### config.mk
export PLATFORM = sky130hd
export DESIGN_NAME = half_float_converter
export DESIGN_NICKNAME = d
export VERILOG_FILES = /design/src/hw/rtl/hfc_pkg.sv /design/src/hw/rtl/half_float_converter.sv
export SDC_FILE = /design/constraint.sdc
export NUM_CORES = 1
export LEC_CHECK = 0
export ABC_AREA = 1
export BUFFER_PORTS_ARGS = -buffer_cell sky130_fd_sc_hd__buf_4
export CORE_AREA = 5 5 116 118
export CTS_BUF_LIST = sky130_fd_sc_hd__clkbuf_16
export CTS_CLUSTER_DIAMETER = 80
export CTS_CLUSTER_SIZE = 16
export DETAILED_ROUTE_END_ITERATION = 8
export DIE_AREA = 0 0 121 123
export PLACE_DENSITY = 0.74
export SYNTH_ARGS = -nofsm -noshare
export SYNTH_HDL_FRONTEND = slang
export SYNTH_SLANG_ARGS = --single-unit
### constraint.sdc
create_clock -name clk -period 3 [get_ports clk]
set_input_delay 0.15 -clock clk [delete_from_list [all_inputs] [get_ports clk]]
set_output_delay 0.15 -clock clk [all_outputs]
set_load 0.01 [all_outputs]
### src/hw/rtl/hfc_pkg.sv
package hfc_pkg;
	localparam logic OP_TO_HALF   = 1'b0;
	localparam logic OP_TO_SINGLE = 1'b1;
	localparam logic [7:0] EXP_BIAS_DIFF = 8'd112;
	localparam logic [7:0] EXP_OVF       = 8'd143;
	localparam logic [7:0] EXP_UNF       = 8'd102;
	localparam logic [15:0] HALF_INF     = 16'h7C00;
	localparam logic [15:0] HALF_QNAN    = 16'h7E00;

	// stage 1 -> stage 2 decode for narrowing, plus the half input for widening
	typedef struct packed {
		logic        op;
		logic        sign;
		logic        special;      // result fixed: inf, nan, zero
		logic [15:0] fixed_val;
		logic        sub;          // half subnormal path
		logic [4:0]  sh;           // subnormal shift 14..24
		logic [7:0]  ex;
		logic [23:0] man;          // with hidden bit for subnormal path
		logic [15:0] hv;           // half input for widening
	} dec_t;
endpackage

### src/hw/rtl/half_float_converter.sv
// channel | dir | ports                        | handshake
// request | in  | start, operation, value_bits | start && !busy
// result  | out | done, result_bits            | done strobe, one cycle
// One item per cycle; each result passes through the decode, shift/round and
// pack stages, each registered. busy stays low: the pipeline never
// stalls because the receiver cannot hold results off.
// arst_n clears the stage valid bits only; payload registers are not reset.
module half_float_converter (
	input  logic        clk,
	input  logic        arst_n,
	input  logic        start,
	output logic        busy,
	input  logic        operation,
	input  logic [31:0] value_bits,
	output logic        done,
	output logic [31:0] result_bits
);
	import hfc_pkg::*;

	logic v_s1, v_s2, v_s3;
	dec_t d_s1;
	logic        op_s2, sign_s2, spec_s2;
	logic [15:0] fixed_s2, h_s2, hv_s2;
	logic        rup_s2;
	logic [31:0] res_s3;
	logic        op_s3;

	assign busy = 1'b0;

	// valid chain
	always_ff @(posedge clk or negedge arst_n) begin
		if (!arst_n) begin
			v_s1 <= 1'b0;
			v_s2 <= 1'b0;
			v_s3 <= 1'b0;
		end else begin
			v_s1 <= start;
			v_s2 <= v_s1;
			v_s3 <= v_s2;
		end
	end

	// stage 1: classify
	dec_t dec_c;
	always_comb begin
		logic [7:0] ex;
		ex = value_bits[30:23];
		dec_c = '0;
		dec_c.op = operation;
		dec_c.sign = value_bits[31];
		dec_c.ex = ex;
		dec_c.hv = value_bits[15:0];
		dec_c.man = {1'b0, value_bits[22:0]};
		if (ex == 8'hFF) begin
			dec_c.special = 1'b1;
			dec_c.fixed_val = (value_bits[22:0] != '0) ? HALF_QNAN : HALF_INF;
		end else if (ex >= EXP_OVF) begin
			dec_c.special = 1'b1;
			dec_c.fixed_val = HALF_INF;
		end else if (ex < EXP_UNF) begin
			dec_c.special = 1'b1;
			dec_c.fixed_val = '0;
		end else if (ex <= EXP_BIAS_DIFF) begin
			dec_c.sub = 1'b1;
			dec_c.man = {1'b1, value_bits[22:0]};
			dec_c.sh = 5'(8'd126 - ex);
		end
	end

	always_ff @(posedge clk) begin
		d_s1 <= dec_c;
	end

	// stage 2: shift and round decision
	logic        rup_s2_c;
	logic [15:0] h_c;
	always_comb begin
		logic [23:0] h, rest, mid, mask;
		if (d_s1.sub) begin
			h = d_s1.man >> d_s1.sh;
			mask = (24'd1 << d_s1.sh) - 24'd1;
			rest = d_s1.man & mask;
			mid = 24'd1 << (d_s1.sh - 5'd1);
		end else begin
			h = {9'd0, 5'(d_s1.ex - EXP_BIAS_DIFF), d_s1.man[22:13]};
			mask = '0;
			rest = {11'd0, d_s1.man[12:0]};
			mid = 24'h1000;
		end
		rup_s2_c = (rest > mid) || (rest == mid && h[0]);
		h_c = h[15:0];
	end

	always_ff @(posedge clk) begin
		op_s2    <= d_s1.op;
		sign_s2  <= d_s1.sign;
		spec_s2  <= d_s1.special;
		fixed_s2 <= d_s1.fixed_val;
		h_s2     <= h_c;
		rup_s2   <= rup_s2_c;
		hv_s2    <= d_s1.hv;
	end

	// stage 3: increment, pack, widen
	logic [31:0] res_c;
	always_comb begin
		logic [15:0] hr;
		logic [9:0]  m;
		logic [3:0]  k;
		logic [31:0] wide;
		hr = {sign_s2, 15'd0} | (spec_s2 ? fixed_s2 : (h_s2 + 16'(rup_s2)));
		m = hv_s2[9:0];
		k = 4'd0;
		for (int i = 9; i >= 0; i--) begin
			if (m[i] && k == 4'd0) k = 4'(10 - i);
		end
		if (hv_s2[14:10] == 5'd0) begin
			if (m == '0) wide = {hv_s2[15], 31'd0};
			else wide = {hv_s2[15], 8'(8'd113 - {4'd0, k}), 10'(m << k), 13'd0};
		end else if (hv_s2[14:10] == 5'h1F) begin
			wide = {hv_s2[15], 8'hFF, m, 13'd0};
		end else begin
			wide = {hv_s2[15], 8'({3'd0, hv_s2[14:10]} + 8'd112), m, 13'd0};
		end
		res_c = (op_s2 == OP_TO_SINGLE) ? wide : {16'd0, hr};
	end

	always_ff @(posedge clk) begin
		res_s3 <= res_c;
		op_s3  <= op_s2;
	end

	assign done = v_s3;
	assign result_bits = res_s3;

`ifndef ASSERT_OFF
	a_lat: assert property (@(posedge clk) disable iff (!arst_n)
		start |-> ##3 done) else $error("result latency broken");
	a_nores: assert property (@(posedge clk) disable iff (!arst_n)
		!start |-> ##3 !done) else $error("spurious result");
	a_hi: assert property (@(posedge clk) disable iff (!arst_n)
		(done && !op_s3) |-> result_bits[31:16] == 16'd0)
		else $error("half result upper bits set");
`endif
endmodule

After elaboration in Yosys (flattened, before gate mapping) --
Index checks and enable logic that the tools add are counted. W data, S select, Z words.
Cells by class: bitwise operators 3, reduce and logical (&&, ||, !) cells 26, muxes and demuxes 27, shifts and indexed selects 4, add/subtract/negate cells 7, eq/ne operators 3, magnitude comparators 4
Operators by type and width (number):
- $mux W31 | 3
- $mux W24 | 3
- $mux W23 | 3
- $mux W16 | 4
- $shl A1 B5 Y24 const A | 2
- $logic_not A4 Y1 | 9
- $mux W4 | 9
- $and A24 B24 Y24 | 1
- $eq A24 B24 Y1 | 1
- $gt A24 B24 Y1 | 1
- $shr A24 B5 Y16 | 1
- $sub A24 B1 Y24 const B | 1
- $reduce_bool A23 Y1 | 1
- $mux W17 | 1
- $add A16 B1 Y16 | 1
- $or A16 B16 Y16 | 1
- $mux W15 | 1
- $logic_and A1 B1 Y1 | 10
- $logic_not A10 Y1 | 1
- $mux W10 | 1
- $shl A10 B4 Y10 | 1
- $add A5 B7 Y8 const B | 1
- $eq A8 B8 Y1 const B | 1
- $ge A8 B8 Y1 const B | 1
- other kinds (15) | 15
Word-level totals: input bits 36, output and inout port bits 34, logic and storage cells 97, bits in registers 157

Longest topological paths before layout --
Gate-level depths: netlist (run 1).
depth in word-level cells 32, mapped depth 23, gate-level depth less buffers 23

Least setup slack after synthesis (run 1) --
Ideal clock, no wire load.
path kind register to register, from register d_s1[51] (netlist bit), to register rup_s2, library setup time 70 ps, data required time 2930 ps, path buffers 0, stages on the path, launching flop included 23, arrival 3043 ps, setup slack -113 ps, period minus slack after synthesis 3113 ps, path through dfxtp_1 nor2_1 inv_1 nor2_1 nand2_1 ha_1 nand2_1 nor2_4 o21ai_1 inv_1 nand3_1 nor2_2 nand3_2 nor2_2 xnor2_1 nor3_1 ha_1 nand4_1 nor3_1 nand4_1 nor4_1 a211oi_1 a21oi_1
On the way: cells in the longest elaborated chain, start to end 7, elaborated cells between the ends (all ways) 13, classes of those cells add/sub (2); order compare (1); eq/ne (1); shift (3); mux (3); bitwise (1); reduce/logical (2)
Ends and longest elaborated chain:
- start: declaration | line half_float_converter.sv:21 | dec_t d_s1;
- start signal: assignment | line half_float_converter.sv:71 | d_s1 <= dec_c;
- parallel branches: the longest is 6 deep, another holds $sub A24 B1 Y24
- $logic_or A1 B1 Y1 * | line half_float_converter.sv:90 | rup_s2_c = (rest > mid) || (rest == mid && h[0]);
- via rup_s2_c | line half_float_converter.sv:75 | logic rup_s2_c;
- end signal: assignment | line half_float_converter.sv:100 | rup_s2 <= rup_s2_c;
- end: declaration | line half_float_converter.sv:24 | logic rup_s2;
Mark *: on every way through the listed nets, which the timed path passes. A chain may end at the register's enable or synchronous reset.

Final worst setup path (run 1) --
from register d_s1[48] (netlist bit), to register rup_s2
Same word-level chain as after synthesis.

==> results.yml, run 1 <==
synthesis:
  yosysWarningCount: 0
  synth_seq_area_share_pct: 36.8
  mappedNetlistArea_um2: 6070
  ys_ff_latch: 111
  synthDistinctLibCells: 55
  avgSynthCellArea_um2: 7.06
  post_synth_inst_count: 860
  syn_nets: 926
power_and_ir_drop:
  power.share.sequential_pct: 45.4
  power_report.internal_total_mw: 2.50
  leakagePower_nw: 3.62
  power.density_nw_per_um2: 474
  switching_power_mw: 1.13
  comb_power_share_pct: 22.7
  power.share.switching_pct: 31.2
  power.share.clock_pct: 31.8
  ir_worst_vdd_mv: 0.281
clock_tree:
  cts.repair_timing.setup_buffer_count: 0
  path_clk_slew_ns: 0.08
  cts_tree: "done"
  cts.root.buffer_cell: "clkbuf_16"
  clock_sinks: 111
  clock_insertion_delay_worst_skew_ns: 0.36
  htreeDepth: 3
  cts_buffer_depth: 2
  tritoncts.num_buffers: 9
timing:
  timing_max_transition_violations_final: 0
  final.setup.tns_ns: -0.101
  finalHoldViolations: 0
  min_period_ns: 3.10
  grt_setup_unrepaired: "yes"
  finalSetupViolCount: 1
  clock-skew-final_ns: 0.0116
  max_freq_mhz: 323
  slew_headroom_pct: 56.4
  max_slew.worst_pin.slew_ns: 0.649
  timing.final.crit_share_pct: 103
  final.setup.worst_slack_ns: -0.101
  hold_ws_ns: 0.116
status:
  violated_checks: "setup timing"
  status: "finished, violations left"
critical_path:
  critPathMostFrequentCell: "nor2_1"
  worst-endpoint-arrival_ns: 3.40
  crit_required_ns: 3.30
  critical_path_class: "flop to flop"
  end_kind: "flop"
  timing.critical_path.cells: "inv_1 -> nor2_1 -> inv_1 -> nor2_1 -> inv_1 -> nor2_1 -> nor2_1 -> nand3_2 -> nor2_2 -> nand3_2 -> nor2_4 -> xnor2_1 -> nor3_1 -> ha_1 -> nand4_1 -> nor3_2 -> nand4_1 -> nor4_2 -> a211oi_1 -> a21oi_1"
  worstPathMaxFanout: 4
  worst_path_largest_cell_delay_ns: 0.39
  cpMaxStageDelayCell: "dfxtp_1"
  crit_start_category: "flop"
drt:
  drt-vias-per-instance: 5.32
  drtPass1Iterations: 6
  drc: 0
  route.antenna.remaining_nets: 0
  drt-wirelength-per-cell_um: 15.6
  detailroute.via_count: 6192
  initialDrtViolationCount: 668
  drt_wl_total_mm: 18.1
layout:
  multi_input_comb_area_um2: 3320
  final_common_cell: "nand2_1"
  seq_area_um2: 2240
  most_frequent_cells_in_the_layout: "194 x nand2_1, 112 x buf_4, 107 x dfxtp_1, 104 x inv_1, 89 x nor2_1"
  layout.cell_area.non_filler_um2: 7650
  final-instance-count-excl-fill: 1165
  nNetsFinal: 1054
  layout-drive-gt1-share_pct: 16.8
  area.growth.synth_to_final_pct: 26.0
  final.fill_count: 1131
  antennaDiodeCount: 0
flow_run:
  maxCapViolCount: 0
hold_path:
  type_of_the_tightest_min_delay_check: "input pin to asynchronous set/reset pin"
global_routing:
  antenna_found_initial: 0
  pin_count_of_the_biggest_net_entering_global_routing: 36
  grt.overflow.total: 0
  first_pass_grt_wire_length_mm: 28.4
  gr-usage-all-layers_pct: 24.4
  first_global_vias: 5745
die:
  fp.dieH_um: 123
  die-area_um2: 14900
  ioPinCount: 70
  fp.dieW_um: 121
  initial_utilization_pct: 49.1
  design.core.area_um2: 12400
  num_rows: 41
place:
  placement_stage_cell_area_um2: 7010
  port-buffer-count: 68
  place.detailed.hpwl_mm: 14.0
  gp_congestion: 1.00
  dpl.cell_count: 1117
[layer usage]
metal	part of all wire, %	vias up	track usage [%]	routed length [µm]
li1	-	3101	-	-
met1	43	2760	30.8	7810
met2	45	281	40.2	8250
met3	6.6	50	3.34	1210
met4	4.8	0	14.0	869
met5	0	-	0	0
[state kept, by name, summed over array words and instances, names as in the netlist]
register,flops
spec_s2,1
v_s1,1
fixed_s2,2
done,1
v_s2,1
sign_s2,1
hv_s2,16
result_bits,31
h_s2,16
d_s1,39
rup_s2,1
op_s2,1
[through the flow]
stage	total power, mW	setup WS [ns]	utilization (%)
global placement	2.44	0.0419	56.7
global route	3.79	-0.271	61.9
detailed placement	2.44	-0.159	56.7
CTS	3.62	-0.0778	61.7
finish	3.63	-0.101	61.9
floorplan	2.14	0.000289	-
[kinds of logic after synthesis]
group	synth area share (%)
mux	0.989
fa+ha+maj	6.18
xor+xnor	1.01
flops	36.8
simple gates	28.1
compound gates	17.7
other cells	0.0617
buf+inv	9.09
[area by class of cell]
cell class                      count  area share, %
Timing Repair Buffer              145           15.3
Multi-Input combinational cell    610           43.4
Tap cell                          172           2.81
Clock buffer                        9           2.94
Inverter                          111           5.45
Clock inverter                      7          0.867
Sequential cell                   111           29.3
[timing repair]
item | 4_1_cts | 5_1_grt
setup endpoints to repair | 1 | 1
hold buffers | 32 | 0
gates resized for setup | 2 | 9
hold endpoints to repair | 34 | 0
[power by group through the flow]
stage | registers (mW) | logic [mW] | clock network [mW]
floorplan | 1.67 | 0.473 | 0
global placement | 1.68 | 0.763 | 0
detailed placement | 1.68 | 0.763 | 0
CTS | 1.65 | 0.804 | 1.17
global route | 1.66 | 0.908 | 1.23
finish | 1.65 | 0.825 | 1.15
[critical path: cells and delay by family, from the launching register on]
kind                     cells  cell delay (ns)
adder cells (fa/ha/maj)      1             0.31
XOR/XNOR                     1             0.16
AO/OA/AOI/OAI                2             0.21
buffers and inverters        3             0.26
AND/OR/NAND/NOR             13             1.70
flip-flops                   1             0.39
[path summary, 6_finish.rpt]
kind | start | end | slack, ns | depth (start not counted)
max | d_s1[48]$_SDFF_PP0_ | rup_s2$_DFF_P_ | -0.10 | 20
min | arst_n | v_s2$_DFF_PN0_ | 0.12 | 2
max reg2reg | d_s1[48]$_SDFF_PP0_ | rup_s2$_DFF_P_ | -0.10 | 20
min reg2reg | d_s1[67]$_SDFF_PP1_ | fixed_s2[13]$_DFF_P_ | 0.33 | 0
max in group asynchronous | arst_n | done$_DFF_PN0_ | 2.79 | 2
min in group clk | value_bits[30] | d_s1[67]$_SDFF_PP1_ | 0.17 | 3
[cell usage after synthesis, drive strengths merged]
library cell,count,area share (%)
and2,1,0.10
ha,30,6.2
xor2,4,0.58
nor3,15,1.3
inv,108,6.7
a211oi,4,0.49
dfrtp,3,1.2
a21oi,42,3.6
nand3b,2,0.25
and3,3,0.31
or2,4,0.41
xnor2,3,0.43
nand2,200,13
a221oi,1,0.14
conb,1,0.062
a31oi,6,0.87
o41ai,2,0.29
mux2i,6,0.99
o21ai,84,7.0
o22ai,3,0.31
o21a,5,0.62
o31ai,2,0.25
a32oi,1,0.14
buf,15,1.4
nand3,41,3.7
clkbuf,13,0.80
o221ai,11,1.6
nor2,99,6.9
nand4,12,1.2
o21bai,1,0.31
a2111oi,2,0.29
a22oi,3,0.37
dfxtp,108,36
clkinv,3,0.19
o211ai,7,0.87
a2bb2oi,1,0.14
nor4,11,1.1
o31a,1,0.14
a311oi,1,0.14
a21o,1,0.12
Power figures use the tool's default switching activity.
==> run 2: changes to the inputs <==
RECOVER_POWER = 100   (was unset)
==> run 2 against run 1 <==
The flow still finishes with violations (setup timing). Total power fell by 1.3%. Register-to-register slack gained 0.02 ns. Via count up 0.11%. First-iteration DRC count rose by 18%. Final area down 3.1%. Core utilization fell by 1.9 points. Flip-flop and latch count unchanged. Non-clock buffer count stayed put. Sequential power is essentially flat.
==> results.yml, run 2 (same netlist as run 1, synthesis figures left out) <==
critical_path:
  cpMaxStageDelayCell: "dfxtp_1"
  critical-path-top-delay-family: "simple AND/OR/NAND/NOR gates"
  worst-endpoint-arrival_ns: 3.38
  end_kind: "flop"
  crit_required_ns: 3.30
  crit_start_category: "flop"
  critical_path_buf_inv_count: 2
  r2r-start: "d_s1[51]$_SDFF_PP0_"
  worst_path_largest_cell_delay_ns: 0.33
  worstPathMaxFanout: 4
  timing.critical_path.cells: "nor2_1 -> inv_1 -> nor2_2 -> nand2_1 -> ha_2 -> nand2_2 -> nor2_4 -> o21ai_1 -> inv_1 -> nand3_2 -> nor2_2 -> nand3_2 -> nor2_4 -> xnor2_1 -> nor3_1 -> ha_1 -> nand4_1 -> nor3_2 -> nand4_1 -> nor4_2 -> a211oi_1 -> a21oi_1"
  critPathLaunch: "d_s1[51]$_SDFF_PP0_"
  critical_path_class: "flop to flop"
drt:
  detailroute.via_count: 6199
  drt_wl_total_mm: 18.0
  route.antenna.remaining_nets: 0
  drt-vias-per-instance: 5.32
  drt-wirelength-per-cell_um: 15.5
  drc: 0
  initialDrtViolationCount: 789
  drtPass1Iterations: 5
timing:
  max_freq_mhz: 325
  slew_headroom_pct: 57.6
  final.setup.worst_slack_ns: -0.0793
  min_period_ns: 3.08
  max_slew.worst_pin.slew_ns: 0.620
  grt_setup_unrepaired: "yes"
  finalSetupViolCount: 1
  timing.final.crit_share_pct: 103
  timing_max_transition_violations_final: 0
  finalHoldViolations: 0
  clock-skew-final_ns: 0.0125
global_routing:
  first_global_vias: 5745
  first_pass_grt_wire_length_mm: 28.4
  antenna_found_initial: 0
  pin_count_of_the_biggest_net_entering_global_routing: 36
  gr-usage-all-layers_pct: 24.4
  grt.overflow.total: 0
place:
  port-buffer-count: 68
  gp_congestion: 1.00
  place.detailed.hpwl_mm: 14.0
  dpl.cell_count: 1117
layout:
  largest_register_ffs: 39
  nNetsFinal: 1054
  final_common_cell: "nand2_1"
  final-instance-count-excl-fill: 1165
  layout-drive-gt1-share_pct: 11.5
  area.growth.synth_to_final_pct: 22.1
  most_frequent_cells_in_the_layout: "194 x nand2_1, 107 x dfxtp_1, 105 x inv_1, 91 x nor2_1, 74 x o21ai_0"
  registers.top_by_ff_count: "d_s1"
  antennaDiodeCount: 0
die:
  fp.dieW_um: 121
  die-area_um2: 14900
  ioPinCount: 70
  num_rows: 41
  initial_utilization_pct: 49.1
  fp.dieH_um: 123
  design.core.area_um2: 12400
status:
  violated_checks: "setup timing"
  status: "finished, violations left"
clock_tree:
  cts_tree: "done"
  tritoncts.num_buffers: 9
  cts.repair_timing.setup_buffer_count: 0
  htreeDepth: 3
  clock_sinks: 111
  clock_insertion_delay_worst_skew_ns: 0.36
  cts_buffer_depth: 2
  cts.root.buffer_cell: "clkbuf_16"
  path_clk_slew_ns: 0.08
power_and_ir_drop:
  leakagePower_nw: 3.41
  power.share.switching_pct: 31.3
  switching_power_mw: 1.12
  power.density_nw_per_um2: 483
  power.share.clock_pct: 32.2
  power.share.sequential_pct: 46.0
  comb_power_share_pct: 21.8
  ir_worst_vdd_mv: 0.282
  totalPowerFinal_mw: 3.58
  power_report.internal_total_mw: 2.46
flow_run:
  maxCapViolCount: 0
hold_path:
  type_of_the_tightest_min_delay_check: "input pin to asynchronous set/reset pin"
[run 2: through the flow]
step	setup WS, ns	area (µm²)	setup TNS (ns)	hold WS [ns]	utilization, %
2_1_floorplan	0.000289	6080	0	-0.146	-
3_3_place_gp	0.0419	7010	0	-0.0604	56.7
3_5_place_dp	-0.159	7010	-0.159	-0.0586	56.7
4_1_cts	-0.0778	7630	-0.0778	0.106	61.7
5_1_grt	-0.271	7420	-0.395	0.132	60.0
6_report	-0.0793	7420	-0.0793	0.120	60.0
[run 2: worst paths after layout]
check / end / slack, ns / depth (start not counted)
hold / removal: v_s2$_DFF_PN0_ / 0.12 / 2
setup / recovery: rup_s2$_DFF_P_ / -0.08 / 22
setup reg to reg: rup_s2$_DFF_P_ / -0.08 / 22
max in group asynchronous: done$_DFF_PN0_ / 2.74 / 2
hold reg to reg: fixed_s2[13]$_DFF_P_ / 0.33 / 0
min in group clk: d_s1[67]$_SDFF_PP1_ / 0.17 / 3
[run 2: final cells by class]
type | count | area (µm²)
fill | 1198 | 4950
multi-input combinational | 610 | 3260
sequential | 111 | 2240
timing repair buffer | 145 | 1000
inverter | 111 | 417
clock buffer | 9 | 225
tap | 172 | 215
clock inverter | 7 | 66.3
[run 2: layer usage]
metal | global-route usage [%] | share of wire, % | vias up
met5 | 0 | 0 | -
met4 | 14.0 | 5.0 | 0
met3 | 3.34 | 6.9 | 48
met2 | 40.2 | 46 | 269
met1 | 30.8 | 43 | 2778
li1 | - | - | 3104
[run 2: power by group through the flow]
stage | Clock [mW] | Sequential (mW) | Combinational, mW
after global placement | 0 | 1.68 | 0.763
after CTS | 1.17 | 1.65 | 0.804
after global routing | 1.23 | 1.66 | 0.865
after floorplan | 0 | 1.67 | 0.473
after detailed placement | 0 | 1.68 | 0.763
final | 1.15 | 1.65 | 0.780
[run 2: repair_timing]
item | in CTS | in global routing
hold endpoints to repair | 34 | 0
pin swaps | 0 | 0
hold buffers | 32 | 0
endpoints found under the setup margin | 1 | 1
gates resized for setup | 2 | 9
